## config.mk

```make
export PLATFORM = sky130hd
export DESIGN_NAME = graph_traversal_bfs_dfs_unit
export DESIGN_NICKNAME = d
export VERILOG_FILES = /design/src/rtl/gtu_pkg.sv /design/src/rtl/gtu_ram.sv /design/src/rtl/gtu_engine.sv /design/src/rtl/graph_traversal_bfs_dfs_unit.sv
export SDC_FILE = /design/constraint.sdc
export NUM_CORES = 1
export LEC_CHECK = 0
export BUFFER_PORTS_ARGS = -buffer_cell sky130_fd_sc_hd__buf_4
export CELL_PAD_IN_SITES_DETAIL_PLACEMENT = 2
export CELL_PAD_IN_SITES_GLOBAL_PLACEMENT = 2
export CORE_MARGIN = 1.5
export CORE_UTILIZATION = 48
export DETAILED_ROUTE_END_ITERATION = 10
export PLACE_DENSITY = 0.89
export REMOVE_ABC_BUFFERS = 1
export SETUP_SLACK_MARGIN = 0.2
export SLEW_MARGIN = 15
export SYNTH_ARGS = -nofsm -noshare
export SYNTH_HDL_FRONTEND = slang
export SYNTH_SLANG_ARGS = --single-unit
```

## constraint.sdc

```tcl
create_clock -name clk -period 5.65 [get_ports clk]
set_input_delay 0.8475 -clock clk [delete_from_list [all_inputs] [get_ports clk]]
set_output_delay 0.8475 -clock clk [all_outputs]
set_load 0.05 [all_outputs]
```

## src/rtl/gtu_pkg.sv

```systemverilog
`default_nettype none

package gtu_pkg;

  localparam int KIND_W   = 2;
  localparam int VERTEX_W = 4;
  localparam int COUNT_W  = 5;
  localparam int CFG_IDX_W = 1;
  localparam int CFG_DATA_W = 5;

  localparam logic [KIND_W-1:0] KIND_CLEAR  = 2'd0;
  localparam logic [KIND_W-1:0] KIND_APPEND = 2'd1;
  localparam logic [KIND_W-1:0] KIND_RUN    = 2'd2;

  localparam logic [CFG_IDX_W-1:0] REG_VERTEX_COUNT   = 1'd0;
  localparam logic [CFG_IDX_W-1:0] REG_TRAVERSAL_MODE = 1'd1;

  localparam logic [COUNT_W-1:0] VERTEX_COUNT_RESET = 5'd16;

  typedef struct packed {
    logic [KIND_W-1:0]   kind;
    logic [VERTEX_W-1:0] vertex;
    logic [VERTEX_W-1:0] neighbour;
  } in_item_t;

  typedef struct packed {
    logic [VERTEX_W-1:0] visited_vertex;
    logic                last;
    logic                error;
  } out_item_t;

endpackage

`default_nettype wire

```

## src/rtl/gtu_ram.sv

```systemverilog
`default_nettype none

module gtu_ram #(
  parameter int WIDTH = 4,
  parameter int DEPTH = 16,
  localparam int AW = $clog2(DEPTH)
) (
  input  wire logic             clk,
  input  wire logic             we,
  input  wire logic [AW-1:0]    waddr,
  input  wire logic [WIDTH-1:0] wdata,
  input  wire logic [AW-1:0]    raddr,
  output logic      [WIDTH-1:0] rdata
);

  logic [WIDTH-1:0] mem [DEPTH];

  always_ff @(posedge clk) begin
    if (we) begin
      mem[waddr] <= wdata;
    end
    rdata <= mem[raddr];
  end

endmodule

`default_nettype wire

```

## src/rtl/gtu_engine.sv

```systemverilog
`default_nettype none

module gtu_engine #(
  parameter int MAX_VERTICES = 16,
  parameter int MAX_DEGREE = 8,
  localparam int CW = $clog2(MAX_VERTICES + 1)
) (
  input  wire logic              clk,
  input  wire logic              rst,
  input  wire logic              start,
  output logic                   busy,
  input  wire gtu_pkg::in_item_t item,
  input  wire logic [CW-1:0]     count,
  input  wire logic              mode,
  output logic                   result_valid,
  output gtu_pkg::out_item_t     result
);

  localparam int VW = $clog2(MAX_VERTICES);
  localparam int PW = VW + 1;
  localparam int DW = $clog2(MAX_DEGREE + 1);
  localparam int AW = $clog2(MAX_VERTICES * MAX_DEGREE);
  localparam int EW = (CW > gtu_pkg::VERTEX_W) ? CW : gtu_pkg::VERTEX_W;

  localparam logic [2:0] S_IDLE    = 3'd0;
  localparam logic [2:0] S_POP     = 3'd1;
  localparam logic [2:0] S_CUR     = 3'd2;
  localparam logic [2:0] S_ADJ_RD  = 3'd3;
  localparam logic [2:0] S_ADJ_CHK = 3'd4;

  logic [2:0]              state;
  logic [PW-1:0]           head;
  logic [PW-1:0]           tail;
  logic [VW-1:0]           cur;
  logic [DW-1:0]           deg;
  logic [DW-1:0]           j;
  logic                    pend_valid;
  logic [VW-1:0]           pend_vertex;
  logic [MAX_VERTICES-1:0] visited;
  logic [DW-1:0]           degree [MAX_VERTICES];

  logic [VW-1:0]                 vidx;
  logic [VW-1:0]                 deg_addr;
  logic [DW-1:0]                 deg_rd;
  logic                          owner_ok;
  logic                          append_ok;
  logic                          start_ok;
  logic                          accept;
  logic                          emit;
  logic                          adj_we;
  logic [AW-1:0]                 adj_waddr;
  logic [AW-1:0]                 adj_raddr;
  logic [gtu_pkg::VERTEX_W-1:0]  adj_rdata;
  logic [VW-1:0]                 nidx;
  logic                          nb_ok;
  logic                          push_ok;
  logic                          fr_we;
  logic [VW-1:0]                 fr_waddr;
  logic [VW-1:0]                 fr_wdata;
  logic [VW-1:0]                 fr_raddr;
  logic [VW-1:0]                 fr_rdata;

  assign busy      = (state != S_IDLE);
  assign accept    = start && (state == S_IDLE);
  assign vidx      = VW'(item.vertex);
  assign deg_addr  = (state == S_CUR) ? fr_rdata : vidx;
  assign deg_rd    = degree[deg_addr];
  assign owner_ok  = (32'(item.vertex) < 32'(MAX_VERTICES));
  assign append_ok = owner_ok && (deg_rd < DW'(MAX_DEGREE));
  assign start_ok  = (EW'(item.vertex) < EW'(count));

  assign emit = (accept && (item.kind == gtu_pkg::KIND_APPEND) && !append_ok) ||
                (accept && (item.kind == gtu_pkg::KIND_RUN) && !start_ok) ||
                ((state == S_POP) && (head == tail)) ||
                ((state == S_CUR) && pend_valid);

  assign adj_we    = accept && (item.kind == gtu_pkg::KIND_APPEND) && append_ok;
  assign adj_waddr = AW'(vidx) * AW'(MAX_DEGREE) + AW'(deg_rd);
  assign adj_raddr = AW'(cur) * AW'(MAX_DEGREE) + AW'(j);

  assign nidx    = VW'(adj_rdata);
  assign nb_ok   = (EW'(adj_rdata) < EW'(count));
  assign push_ok = nb_ok && !visited[nidx] && (tail < PW'(MAX_VERTICES));

  assign fr_we    = (accept && (item.kind == gtu_pkg::KIND_RUN) && start_ok) ||
                    ((state == S_ADJ_CHK) && push_ok);
  assign fr_waddr = (state == S_IDLE) ? '0 : tail[VW-1:0];
  assign fr_wdata = (state == S_IDLE) ? vidx : nidx;
  assign fr_raddr = mode ? VW'(tail - PW'(1)) : head[VW-1:0];

  gtu_ram #(
    .WIDTH (gtu_pkg::VERTEX_W),
    .DEPTH (MAX_VERTICES * MAX_DEGREE)
  ) u_adj_ram (
    .clk   (clk),
    .we    (adj_we),
    .waddr (adj_waddr),
    .wdata (item.neighbour),
    .raddr (adj_raddr),
    .rdata (adj_rdata)
  );

  gtu_ram #(
    .WIDTH (VW),
    .DEPTH (MAX_VERTICES)
  ) u_frontier_ram (
    .clk   (clk),
    .we    (fr_we),
    .waddr (fr_waddr),
    .wdata (fr_wdata),
    .raddr (fr_raddr),
    .rdata (fr_rdata)
  );

  always_ff @(posedge clk) begin
    if (rst) begin
      state        <= S_IDLE;
      head         <= '0;
      tail         <= '0;
      visited      <= '0;
      pend_valid   <= 1'b0;
      result_valid <= 1'b0;
      for (int i = 0; i < MAX_VERTICES; i++) begin
        degree[i] <= '0;
      end
    end else begin
      result_valid <= emit;
      case (state)
        S_IDLE: begin
          if (start) begin
            case (item.kind)
              gtu_pkg::KIND_CLEAR: begin
                for (int i = 0; i < MAX_VERTICES; i++) begin
                  degree[i] <= '0;
                end
              end
              gtu_pkg::KIND_APPEND: begin
                if (append_ok) begin
                  degree[vidx] <= deg_rd + DW'(1);
                end else begin
                  result <= '{visited_vertex: '0, last: 1'b0, error: 1'b1};
                end
              end
              gtu_pkg::KIND_RUN: begin
                head       <= '0;
                pend_valid <= 1'b0;
                if (start_ok) begin
                  visited <= {{(MAX_VERTICES-1){1'b0}}, 1'b1} << vidx;
                  tail    <= PW'(1);
                  state   <= S_POP;
                end else begin
                  visited <= '0;
                  tail    <= '0;
                  result  <= '{visited_vertex: '0, last: 1'b0, error: 1'b1};
                end
              end
              default: begin
              end
            endcase
          end
        end
        S_POP: begin
          if (head == tail) begin
            result       <= '{visited_vertex: gtu_pkg::VERTEX_W'(pend_vertex),
                              last: 1'b1, error: 1'b0};
            head         <= '0;
            tail         <= '0;
            state        <= S_IDLE;
          end else begin
            if (mode) begin
              tail <= tail - PW'(1);
            end else begin
              head <= head + PW'(1);
            end
            state <= S_CUR;
          end
        end
        S_CUR: begin
          if (pend_valid) begin
            result       <= '{visited_vertex: gtu_pkg::VERTEX_W'(pend_vertex),
                              last: 1'b0, error: 1'b0};
          end
          cur         <= fr_rdata;
          pend_vertex <= fr_rdata;
          pend_valid  <= 1'b1;
          deg         <= deg_rd;
          j           <= '0;
          state       <= S_ADJ_RD;
        end
        S_ADJ_RD: begin
          if (j < deg) begin
            state <= S_ADJ_CHK;
          end else begin
            state <= S_POP;
          end
        end
        S_ADJ_CHK: begin
          if (push_ok) begin
            visited[nidx] <= 1'b1;
            tail          <= tail + PW'(1);
          end
          j     <= j + DW'(1);
          state <= S_ADJ_RD;
        end
        default: begin
          state <= S_IDLE;
        end
      endcase
    end
  end

  a_tail_bound: assert property (@(posedge clk) disable iff (rst)
    tail <= PW'(MAX_VERTICES))
    else $error("Frontier tail passed the frontier depth.");

  a_head_le_tail: assert property (@(posedge clk) disable iff (rst)
    !mode |-> head <= tail)
    else $error("Queue head passed the queue tail.");

  a_final_idle: assert property (@(posedge clk) disable iff (rst)
    (result_valid && (result.last || result.error)) |-> !busy)
    else $error("A final or error transfer appeared while the engine was busy.");

  a_list_index: assert property (@(posedge clk) disable iff (rst)
    (state == S_ADJ_CHK) |-> (j < deg))
    else $error("Neighbor index ran past the list length.");

endmodule

`default_nettype wire

```

## src/rtl/graph_traversal_bfs_dfs_unit.sv

```systemverilog
// Clear and append items leave busy low, so one can be accepted every cycle.
// An error result appears in the cycle after the item that causes it.
// A run walks the adjacency lists one entry at a time through the single adjacency memory read port.
// Results come out as single-cycle strobes and the receiver cannot stall them.
// Reset empties every list, clears the visited map and sets vertex count 16, breadth first.
`default_nettype none

module graph_traversal_bfs_dfs_unit #(
  parameter int MAX_VERTICES = 16,
  parameter int MAX_DEGREE = 8
) (
  input  wire logic                               clk,
  input  wire logic                               rst,
  input  wire logic                               start,
  output logic                                    busy,
  input  wire gtu_pkg::in_item_t                  item,
  input  wire logic                               cfg_we,
  input  wire logic [gtu_pkg::CFG_IDX_W-1:0]      cfg_index,
  input  wire logic [gtu_pkg::CFG_DATA_W-1:0]     cfg_data,
  output logic                                    result_valid,
  output gtu_pkg::out_item_t                      result
);

  localparam int CW = $clog2(MAX_VERTICES + 1);
  localparam int XW = (CW > gtu_pkg::COUNT_W) ? CW : gtu_pkg::COUNT_W;

  logic [gtu_pkg::COUNT_W-1:0] vertex_count;
  logic                        traversal_mode;
  logic [XW-1:0]               count_ext;
  logic [CW-1:0]               eff_count;

  always_ff @(posedge clk) begin
    if (rst) begin
      vertex_count   <= gtu_pkg::VERTEX_COUNT_RESET;
      traversal_mode <= 1'b0;
    end else if (cfg_we) begin
      case (cfg_index)
        gtu_pkg::REG_VERTEX_COUNT: begin
          vertex_count <= cfg_data;
        end
        gtu_pkg::REG_TRAVERSAL_MODE: begin
          traversal_mode <= cfg_data[0];
        end
        default: begin
        end
      endcase
    end
  end

  assign count_ext = XW'(vertex_count);
  assign eff_count = (count_ext > XW'(MAX_VERTICES)) ? CW'(MAX_VERTICES) : CW'(count_ext);

  gtu_engine #(
    .MAX_VERTICES (MAX_VERTICES),
    .MAX_DEGREE   (MAX_DEGREE)
  ) u_engine (
    .clk          (clk),
    .rst          (rst),
    .start        (start),
    .busy         (busy),
    .item         (item),
    .count        (eff_count),
    .mode         (traversal_mode),
    .result_valid (result_valid),
    .result       (result)
  );

endmodule

`default_nettype wire
```

==> flow_metrics.tcl, run 1 <==
set metrics [dict create \
    layout_common_cells "658 x edfxtp_1, 195 x mux4_2, 121 x nand2_1" \
    cts-resized-gates 29 \
    finalPower_mw 11.89 \
    p_per_area_mw_per_mm2 343.7 \
    ys_warn_count 0 \
    synth_cell_type_count 66 \
    core-area_sq_mm 0.06297 \
    synth-main-ff-cell "edfxtp_1" \
    clockBufferDepth 3 \
    hold_viol 0 \
    die_x_um 255.2 \
    grt_pass1_vias 20810 \
    slowest_stage "nor3_1" \
    ff2ff_path_depth 14 \
    clock_skew_ps 33.97 \
    cp_max_fo 14 \
    hold_path.class "in -> reg" \
    grt_pass1_wl_um 163900 \
    end_kind "flip-flop" \
    drive_gt1_frac 0.2682 \
    mostFrequentLayoutCell "edfxtp_1" \
    io_buffers 27 \
    cts_sinks 703 \
    gp_congestion 0.8089 \
    timing.hold.ws_ps 465.5 \
    synth-async-reset-ratio 0 \
    setup_tns_ps 0 \
    dp.cells 2624 \
    post-place-ws_ps -41.62 \
    h-tree-depth 3 \
    grt_max_degree 81 \
    viasPerCell 7.133 \
    cp_slowest_stage_delay_ps 790 \
    finalMaxSlewViolations 0 \
    start_util 0.4848 \
    post-route-period-util 0.9998 \
    ant_nets 0 \
    antenna_found_initial 2 \
    first_pass_iters 5 \
    multi_input_comb_area_sq_mm 0.009791 \
    setup_viol 0 \
    wl_per_cell_um 41.92 \
    synthCells 1831 \
    fmax_mhz 177.0 \
    fin_nets 1897 \
    period_minus_slack_ps 5649 \
    ios 28 \
    use_met3 0.06397 \
    final-seq-area_sq_mm 0.02066 \
    fillers 5394 \
    ir_worst_vdd_uv 218.1 \
    max_slew_margin 0.1345 \
    syn_avg_cell_area_sq_um 16.67 \
    hpwl_um 67870 \
    worstPathRequired_ps 5920 \
    worst_slew_pin_slew_ps 1298 \
    r2r-end "u_engine.u_adj_ram.mem[56][2]" \
    cp_cell_sequence "nor3b_2 > buf_4 > mux2i_2 > buf_4 > mux4_2 > a211oi_1 > a311o_2 > and2_4 > inv_2 > ha_1 > ha_1 > and3_1 > nand2_1 > nor3_1" \
    drcViolationCount 0 \
    synth_area_sq_mm 0.03053 \
    layout_setup_ws_ps 1.030 \
    crit_path_start_kind "flip-flop" \
    post_cts.repair.setup_buffers 0 \
    use_met2 0.5995 \
    path_clk_slew_ps 70 \
    crit_cells 14 \
    rsz0062_at_grt "yes" \
    cp-startpoint "u_engine.state[2]" \
    drtIter0Drc 2623 \
    yosysSeqAreaShare 0.6768 \
    max_cap_viol_count 0 \
    dieArea_sq_mm 0.06512 \
    final_cells 2760 \
    reg2reg_setup_slack_ps 1 \
    cts_buffers 75 \
    area_growth_pct 13.35 \
    r2r_start "u_engine.state[2]" \
    worstPathBufferInverterCount 3 \
    top_usage_layer "met2" \
    num_rows 92 \
    arrival_ps 5920 \
    ys_ff_latch 703 \
    crit_family "simple AND/OR/NAND/NOR gates" \
    leakagePower_nw 11.12 \
    synth-edff-count 658 \
    outcome "finished, final reports clean" \
    cts_hold_buf 0 \
    cts_tree "done" \
    critPathKind "reg -> reg" \
    die_y_um 255.2 \
    gr-total-overflow 0 \
    num_vias 19690 \
    crit_end "u_engine.u_adj_ram.mem[56][2]" \
    clk_latency_ps 650 \
    grtUsageTotal 0.3612 \
    cts_root_buf "clkbuf_16" \
    routed_wirelength_um 115700 \
    use_met1 0.4631 \
]
## registers in the layout (all words and copies together) (netlist names)
| signal | flops |
|---|---|
| u_engine.state | 3 |
| u_engine.pend_valid | 1 |
| u_engine.u_adj_ram.rdata | 4 |
| u_engine.u_frontier_ram.mem | 64 |
| u_engine.head | 5 |
| u_engine.u_frontier_ram.rdata | 4 |
| u_engine.result_valid | 1 |
| u_engine.u_adj_ram.mem | 512 |
| u_engine.degree | 64 |
| u_engine.deg | 4 |
| u_engine.j | 4 |
| u_engine.result | 6 |
| u_engine.tail | 5 |
| u_engine.cur | 4 |
| u_engine.visited | 16 |
| count_ext | 5 |
| traversal_mode | 1 |
## synthesized netlist by cell type (all sizes together) (15+ instances only)
cell type / n / area [sq um]
a21oi: 40 / 200.2
nor2: 72 / 272.8
nor3: 173 / 865.8
nand2b: 18 / 112.6
ha: 21 / 262.8
o21ai: 29 / 145.1
nand3: 32 / 165.2
mux2i: 68 / 684.4
clkbuf: 80 / 300.3
and3: 15 / 93.84
nor4: 16 / 100.1
dfxtp: 45 / 900.9
o41ai: 16 / 162.7
inv: 21 / 78.83
mux4: 195 / 4392
nand2: 122 / 457.9
nor2b: 19 / 118.9
o211a: 15 / 150.1
edfxtp: 658 / 19760
buf: 54 / 314.1
## per-stage QoR
step | utilization | area (sq um)
after detailed placement | 0.5031 | 31680
after global placement | 0.5031 | 31680
final | 0.5495 | 34600
after floorplan | - | 29910
after CTS | 0.5424 | 34150
after global routing | 0.5495 | 34600
## layer usage
| metal | wire [um] | share of wire |
|---|---|---|
| met5 | 23 | 0.00020 |
| met4 | 6511 | 0.056 |
| met3 | 9006 | 0.078 |
| met2 | 56970 | 0.49 |
| met1 | 43200 | 0.37 |
## how the worst min path moves through the flow
stage / start / end / slack, ps / cells past startpoint
2_1_floorplan: u_engine.u_frontier_ram.rdata[3] / u_engine.cur[3] / 420 / 0
3_3_place_gp: count_ext[3] / count_ext[3] / 480 / 2
3_5_place_dp: count_ext[3] / count_ext[3] / 510 / 2
4_1_cts: cfg_data[4] / count_ext[4] / 440 / 2
5_1_grt: cfg_data[4] / count_ext[4] / 450 / 2
6_report: cfg_data[4] / count_ext[4] / 470 / 2
## layout make-up
type                            count  area share
Sequential cell                   703      0.5971
Multi-Input combinational cell    973      0.2830
Clock inverter                     36    0.009800
Clock buffer                       98     0.05735
Antenna cell                        1  0.00007232
Tap cell                          846     0.03059
Timing Repair Buffer               82     0.01982
Inverter                           21    0.002314
## cell families after synthesis
logic type | synth area share
AOI/OAI and AO/OA | 0.03849
muxes | 0.1692
xor gates and xnor gates | 0.005164
adders and majority gates | 0.008607
buffers and inverters | 0.02271
DFF | 0.6768
and+or+nand+nor | 0.07902
## worst reg2reg max path, cell delays in order (launching register included)
cell and delay [ps]:
dfxtp_1 380, nor3b_2 300, buf_4 260, mux2i_2 300, buf_4 290, mux4_2 540
a211oi_1 250, a311o_2 180, and2_4 290, inv_2 70, ha_1 230, ha_1 470
and3_1 480, nand2_1 450, nor3_1 790
## power by group
part	switching, mW	leakage (nW)	internal, mW	total, mW
combinational	0.818	3.61	0.259	1.08
sequential	0.0810	6.38	5.75	5.83
clock	2.26	1.13	2.72	4.98
Note: power is estimated with default switching activity, not from simulation.
==> inputs of run 2 (changes only) <==
--- a/config.mk
+++ b/config.mk
@@ -9,12 +9,13 @@
 export CELL_PAD_IN_SITES_DETAIL_PLACEMENT = 2
 export CELL_PAD_IN_SITES_GLOBAL_PLACEMENT = 2
 export CORE_MARGIN = 1.5
-export CORE_UTILIZATION = 48
+export CORE_UTILIZATION = 45
 export DETAILED_ROUTE_END_ITERATION = 10
-export PLACE_DENSITY = 0.89
+export PLACE_DENSITY = 0.85
 export REMOVE_ABC_BUFFERS = 1
 export SETUP_SLACK_MARGIN = 0.2
 export SLEW_MARGIN = 15
 export SYNTH_ARGS = -nofsm -noshare
 export SYNTH_HDL_FRONTEND = slang
+export SYNTH_HIERARCHICAL = 1
 export SYNTH_SLANG_ARGS = --single-unit
==> constraint.sdc (replaced) <==
create_clock -name clk -period 7.2 [get_ports clk]
set_input_delay 1.08 -clock clk [delete_from_list [all_inputs] [get_ports clk]]
set_output_delay 1.08 -clock clk [all_outputs]
set_load 0.05 [all_outputs]
==> run 2 against run 1 <==
  * Synthesized cell count decreased by 1.0%
  * Count of clock-buffer cells in the layout decreased by 6
  * Worst setup slack improved by 1400 ps
==> flow_metrics.tcl, run 2 <==
set metrics [dict create \
    outcome "finished, final reports clean" \
    core-area_sq_mm 0.06716 \
    wl_per_cell_um 32.80 \
    cts-resized-gates 0 \
    synth_compound_area_frac 0.03008 \
    rsz0062_at_grt "no" \
    first_pass_iters 5 \
    yosys.area.top_type "edfxtp_1" \
    drcViolationCount 0 \
    arrival_ps 6000 \
    end_kind "flip-flop" \
    start_util 0.4546 \
    synth-main-ff-cell "edfxtp_1" \
    layout_common_cells "658 x edfxtp_1, 196 x nor2_1, 174 x mux4_2" \
    viasPerCell 6.267 \
    num_vias 17320 \
    yosysTopAreaCellShare 0.6471 \
    largest_reg_flops 512 \
    grt_pass1_wl_um 133500 \
    gp_congestion 0.8311 \
    cts_root_buf "clkbuf_16" \
    synth_cell_type_count 72 \
    hpwl_um 59240 \
    fin_nets 1871 \
    synth.area.mux_share 0.1794 \
    crit_cells 11 \
    worstPathBufferInverterCount 2 \
    cts_buffers 76 \
    clockBufferDepth 3 \
    leakagePower_nw 10.89 \
    syn_avg_cell_area_sq_um 16.85 \
    synth-async-reset-ratio 0 \
    drtIter0Drc 1732 \
    slowest_stage "nor2_1" \
    fmax_mhz 173.8 \
    ys_warn_count 6 \
    synth-edff-count 658 \
    area_growth_pct 11.23 \
    ys_top_cells_by_area "edfxtp_1 65%, mux4_2 13%, mux2i_1 3.3%" \
    max_slew_margin 0.1708 \
    yosysSeqAreaShare 0.6766 \
    synthTopCellsByCount "658 x edfxtp_1, 196 x nor2_1, 174 x mux4_2, 101 x mux2i_1, 77 x nand2_1" \
    cp_cell_sequence "or3b_2 > mux2i_4 > buf_4 > mux2_2 > o211ai_2 > buf_4 > nand2_1 > nor2_1 > nor2b_1 > nand3_1 > nor2_1" \
    top_register "u_engine/u_adj_ram/mem" \
    grt_pass1_vias 19060 \
    crit_family "simple AND/OR/NAND/NOR gates" \
    ios 28 \
    num_rows 95 \
    synth_area_sq_mm 0.03053 \
    timing.hold.ws_ps 471.2 \
    die_y_um 263.5 \
    diodes 0 \
    synth_top_family_by_area "multiplexers" \
    worst_slew_pin_slew_ps 1235 \
    p_per_area_mw_per_mm2 265.6 \
    io_buffers 27 \
    hold_viol 0 \
    synthCells 1812 \
    synth_simple_gate_area_share 0.07925 \
    clock_skew_ps 31.08 \
    period_minus_slack_ps 5754 \
    drive_gt1_frac 0.2062 \
    cts_hold_buf 0 \
    finalMaxSlewViolations 0 \
    cts_tree "done" \
    critPathKind "reg -> reg" \
    holdPathStages 2 \
    routed_wirelength_um 90660 \
    hold_path.class "reg -> reg" \
    post_cts.repair.setup_buffers 0 \
    antenna_found_initial 0 \
    cts_sinks 703 \
    ir_worst_vdd_uv 226.4 \
    gr-total-overflow 0 \
    reg_top3 "u_engine/u_adj_ram/mem (512), u_engine/degree (64), u_engine/u_frontier_ram/mem (64)" \
    ys_ff_latch 703 \
    mostFrequentLayoutCell "edfxtp_1" \
    ff2ff_path_depth 11 \
    crit_path_start_kind "flip-flop" \
    setup_viol 0 \
    grt_max_degree 98 \
    max_cap_viol_count 0 \
    clk_latency_ps 640 \
    grtUsageTotal 0.2640 \
    synthAdderAreaFrac 0.007376 \
    cp_slowest_stage_delay_ps 840 \
    setup_tns_ps 0 \
    ant_nets 0 \
    path_clk_slew_ps 60 \
    die_x_um 263.5 \
    yosysMostFrequentCell "edfxtp_1" \
    post-route-period-util 0.7992 \
    h-tree-depth 3 \
    fillers 5959 \
    cp_max_fo 20 \
    synth_xor_area_frac 0.004303 \
    dieArea_sq_mm 0.06942 \
    worstPathRequired_ps 7450 \
]
[run 2: final timing paths]
| kind | slack, ps | startpoint | to |
|---|---|---|---|
| worst max register to register | 1450 | u_engine/state[1] | u_engine/u_adj_ram/mem[6][2] |
| worst min register to register | 470 | count_ext[0] | count_ext[0] |
| worst min-delay path | 470 | count_ext[0] | count_ext[0] |
| worst max-delay path | 1450 | u_engine/state[1] | u_engine/u_adj_ram/mem[6][2] |
[run 2: layout make-up]
class	count	area, sq um	area share
Clock buffer	92	2036	0.05994
Clock inverter	44	407.9	0.01201
Tap cell	873	1092	0.03216
Sequential cell	703	20660	0.6083
Inverter	31	116.4	0.003426
Multi-Input combinational cell	961	9188	0.2705
Timing Repair Buffer	60	462.9	0.01363
[run 2: per-layer routing]
metal,wire (um),track usage,vias to the layer above
li1,-,-,7287
met1,35590,0.3255,9313
met2,48720,0.4824,572
met3,3878,0.03526,149
met4,2471,0.07843,0
met5,0,0,-
[run 2: kinds of logic (layout without fill, tap and decap cells)]
group / count (synthesis) / after routing
muxes: 304 / 304
xor gates and xnor gates: 15 / 15
adders and majority gates: 18 / 18
and+or+nand+nor: 490 / 490
buffers and inverters: 148 / 227
DFF: 703 / 703
AOI/OAI and AO/OA: 134 / 134
[run 2: worst reg2reg max path: stages, from the launching register on]
cell      delay, ps
dfxtp_1         500
or3b_2          580
mux2i_4         400
buf_4           260
mux2_2          370
o211ai_2        140
buf_4           280
nand2_1         150
nor2_1          660
nor2b_1         380
nand3_1         810
nor2_1          840
[run 2: through the flow]
| stage | total power, mW | setup WS (ps) | util | cell area (sq um) | cells |
|---|---|---|---|---|---|
| after global placement | 5.161 | 1839 | 0.4693 | 31520 | 2628 |
| after CTS | 9.088 | 1523 | 0.5057 | 33960 | 2764 |
| after detailed placement | 5.198 | 1302 | 0.4693 | 31520 | 2628 |
| after floorplan | 4.930 | 170.6 | - | 29950 | 1695 |
| final | 9.021 | 1446 | 0.5057 | 33960 | 2764 |
| after global routing | 9.239 | 1293 | 0.5057 | 33960 | 2764 |
[run 2: where the power goes]
part / internal (mW) / leakage, nW / switching, mW
Clock: 2.24 / 1.19 / 1.66
Combinational: 0.168 / 3.32 / 0.399
Sequential: 4.51 / 6.38 / 0.0441
Total: 6.92 / 10.9 / 2.11
==> inputs of run 3 (changes only) <==
==> constraint.sdc (replaced) <==
create_clock -name clk -period 6 [get_ports clk]
set_input_delay 0.9 -clock clk [delete_from_list [all_inputs] [get_ports clk]]
set_output_delay 0.9 -clock clk [all_outputs]
set_load 0.05 [all_outputs]
==> run 3 against run 2 <==
  * Via count rose by 1.1%
  * Design area barely moved
  * Combinational power rose by 20%
  * First-iteration DRC count fell by 6.9%
  * Total power rose by 18%
  * Clock power rose by 16%
  * Sequential cell count did not move
  * Fmax rose by 4.3%
==> flow_metrics.tcl, run 3 (synthesis gave the netlist of run 2 again) <==
set metrics [dict create \
    arrival_ps 5760 \
    grt_max_degree 132 \
    core-area_sq_mm 0.06716 \
    hold_viol 0 \
    hpwl_um 58610 \
    pwr-share-comb 0.064 \
    cts-resized-gates 0 \
    max_slew_margin 0.3243 \
    cp_max_fo 31 \
    drtIter0Drc 1612 \
    viasPerCell 6.327 \
    fin_nets 1876 \
    rsz0062_at_grt "no" \
    wl_per_cell_um 32.91 \
    antenna_found_initial 2 \
    diodes 0 \
    fillers 5968 \
    final_area_sq_mm 0.03396 \
    slowest_stage "nor3_1" \
    dieArea_sq_mm 0.06942 \
    first_pass_iters 5 \
    path_clk_slew_ps 60 \
    die_y_um 263.5 \
    cp_slowest_stage_delay_ps 870 \
    outcome "finished, final reports clean" \
    seqPwrFrac 0.512 \
    grt_pass1_vias 19050 \
    clockBufferDepth 3 \
    layout_setup_ws_ps 480.8 \
    drcViolationCount 0 \
    num_rows 95 \
    gp_congestion 0.7999 \
    cts_buffers 75 \
    grtUsageTotal 0.2644 \
    grt_pass1_wl_um 133600 \
    cp_cell_sequence "or3b_2 > buf_4 > mux2i_1 > mux2i_1 > a221o_1 > nand2_1 > ha_1 > nand3_1 > xnor2_1 > nor2b_1 > nand3_1 > nor3_1" \
    ant_nets 0 \
    clock_skew_ps 24.93 \
    leakagePower_nw 10.90 \
    post-place-ws_ps 538.3 \
    timing.hold.ws_ps 475.3 \
    hold_path.class "reg -> reg" \
    crit_path_start_kind "flip-flop" \
    cts_tree "done" \
    worstPathRequired_ps 6240 \
    p_per_area_mw_per_mm2 314.6 \
    gr-total-overflow 0 \
    setup_tns_ps 0 \
    period_minus_slack_ps 5519 \
    routed_wirelength_um 91070 \
    cellInternalPower_mw 8.188 \
    largest_reg_flops 512 \
    start_util 0.4546 \
    ios 28 \
    dp.cells 2633 \
    cts_root_buf "clkbuf_16" \
    mostFrequentLayoutCell "edfxtp_1" \
    post-route-period-util 0.9199 \
    worst_slew_pin_slew_ps 1014 \
    dpl_cell_area_sq_mm 0.03158 \
    clk_latency_ps 630 \
    cts_hold_buf 0 \
    finalMaxSlewViolations 0 \
    h-tree-depth 3 \
    top_register "u_engine/u_adj_ram/mem" \
    p_sw_mw 2.493 \
    drive_gt1_frac 0.2091 \
    holdPathStages 2 \
    reg_top3 "u_engine/u_adj_ram/mem (512), u_engine/degree (64), u_engine/u_frontier_ram/mem (64)" \
    final_cells 2767 \
    max_cap_viol_count 0 \
    ir_worst_vdd_uv 266.3 \
    end_kind "flip-flop" \
    die_x_um 263.5 \
    io_buffers 27 \
    utilization 0.5056 \
    area_growth_pct 11.21 \
    reg2reg_setup_slack_ps 480 \
    post_cts.repair.setup_buffers 0 \
    layout_common_cells "658 x edfxtp_1, 196 x nor2_1, 174 x mux4_2" \
    fmax_mhz 181.2 \
    ff2ff_path_depth 12 \
    setup_viol 0 \
    critPathKind "reg -> reg" \
    num_vias 17510 \
    finalPower_mw 10.68 \
    power.share.switching 0.2334 \
    p_clk_frac 0.424 \
    cts_sinks 703 \
]
==> run 3: cell count changes in the layout (fill, tap and decap cells not counted), moves of 2 or more <==
cell       delta
clkinv_2      +3
clkbuf_1      +2
clkinv_1      -4
buf_12        +2
clkbuf_16     -4
inv_6         +3
buf_4         +3
==> run 3: worst paths after layout <==
kind                                        end                 from
hold / removal              u_engine/visited[2]  u_engine/visited[2]
setup reg to reg  u_engine/u_adj_ram/mem[84][3]    u_engine/state[1]
setup / recovery  u_engine/u_adj_ram/mem[84][3]    u_engine/state[1]
hold reg to reg             u_engine/visited[2]  u_engine/visited[2]
==> run 3: layout make-up <==
type                       instances  area, sq um  share of cell area
sequential                       703        20660              0.6084
clock inverter                    44        422.9             0.01245
tap                              873         1092             0.03217
timing repair buffer              66        540.5             0.01592
inverter                          31        116.4            0.003427
multi-input combinational        961         9195              0.2708
clock buffer                      89         1929             0.05682
==> run 3: worst max-delay path: cells and delay by family (launching register included) <==
| kind | cells | cell delay, ps |
|---|---|---|
| adders and majority gates | 1 | 220 |
| xor gates and xnor gates | 1 | 740 |
| DFF | 1 | 520 |
| AOI/OAI and AO/OA | 1 | 370 |
| and+or+nand+nor | 6 | 2540 |
| buffers and inverters | 1 | 340 |
| muxes | 2 | 360 |
==> run 3: per-layer routing <==
layer  part of all wire  track usage  vias to the layer above  wire length, um
li1                   -            -                     7286                -
met1               0.40       0.3364                     9468            36260
met5            0.00012            0                        -               11
met2               0.53       0.4700                      585            47930
met3              0.042      0.03077                      167             3848
met4              0.033      0.08889                        2             3018
==> run 3: power by group through the flow <==
| stage | sequential [mW] | clock (mW) | combinational, mW |
|---|---|---|---|
| after floorplan | 5.56 | 0 | 0.352 |
| after global placement | 5.56 | 0 | 0.634 |
| after detailed placement | 5.57 | 0 | 0.672 |
| after CTS | 5.47 | 4.62 | 0.678 |
| after global routing | 5.47 | 4.77 | 0.720 |
| final | 5.47 | 4.53 | 0.681 |
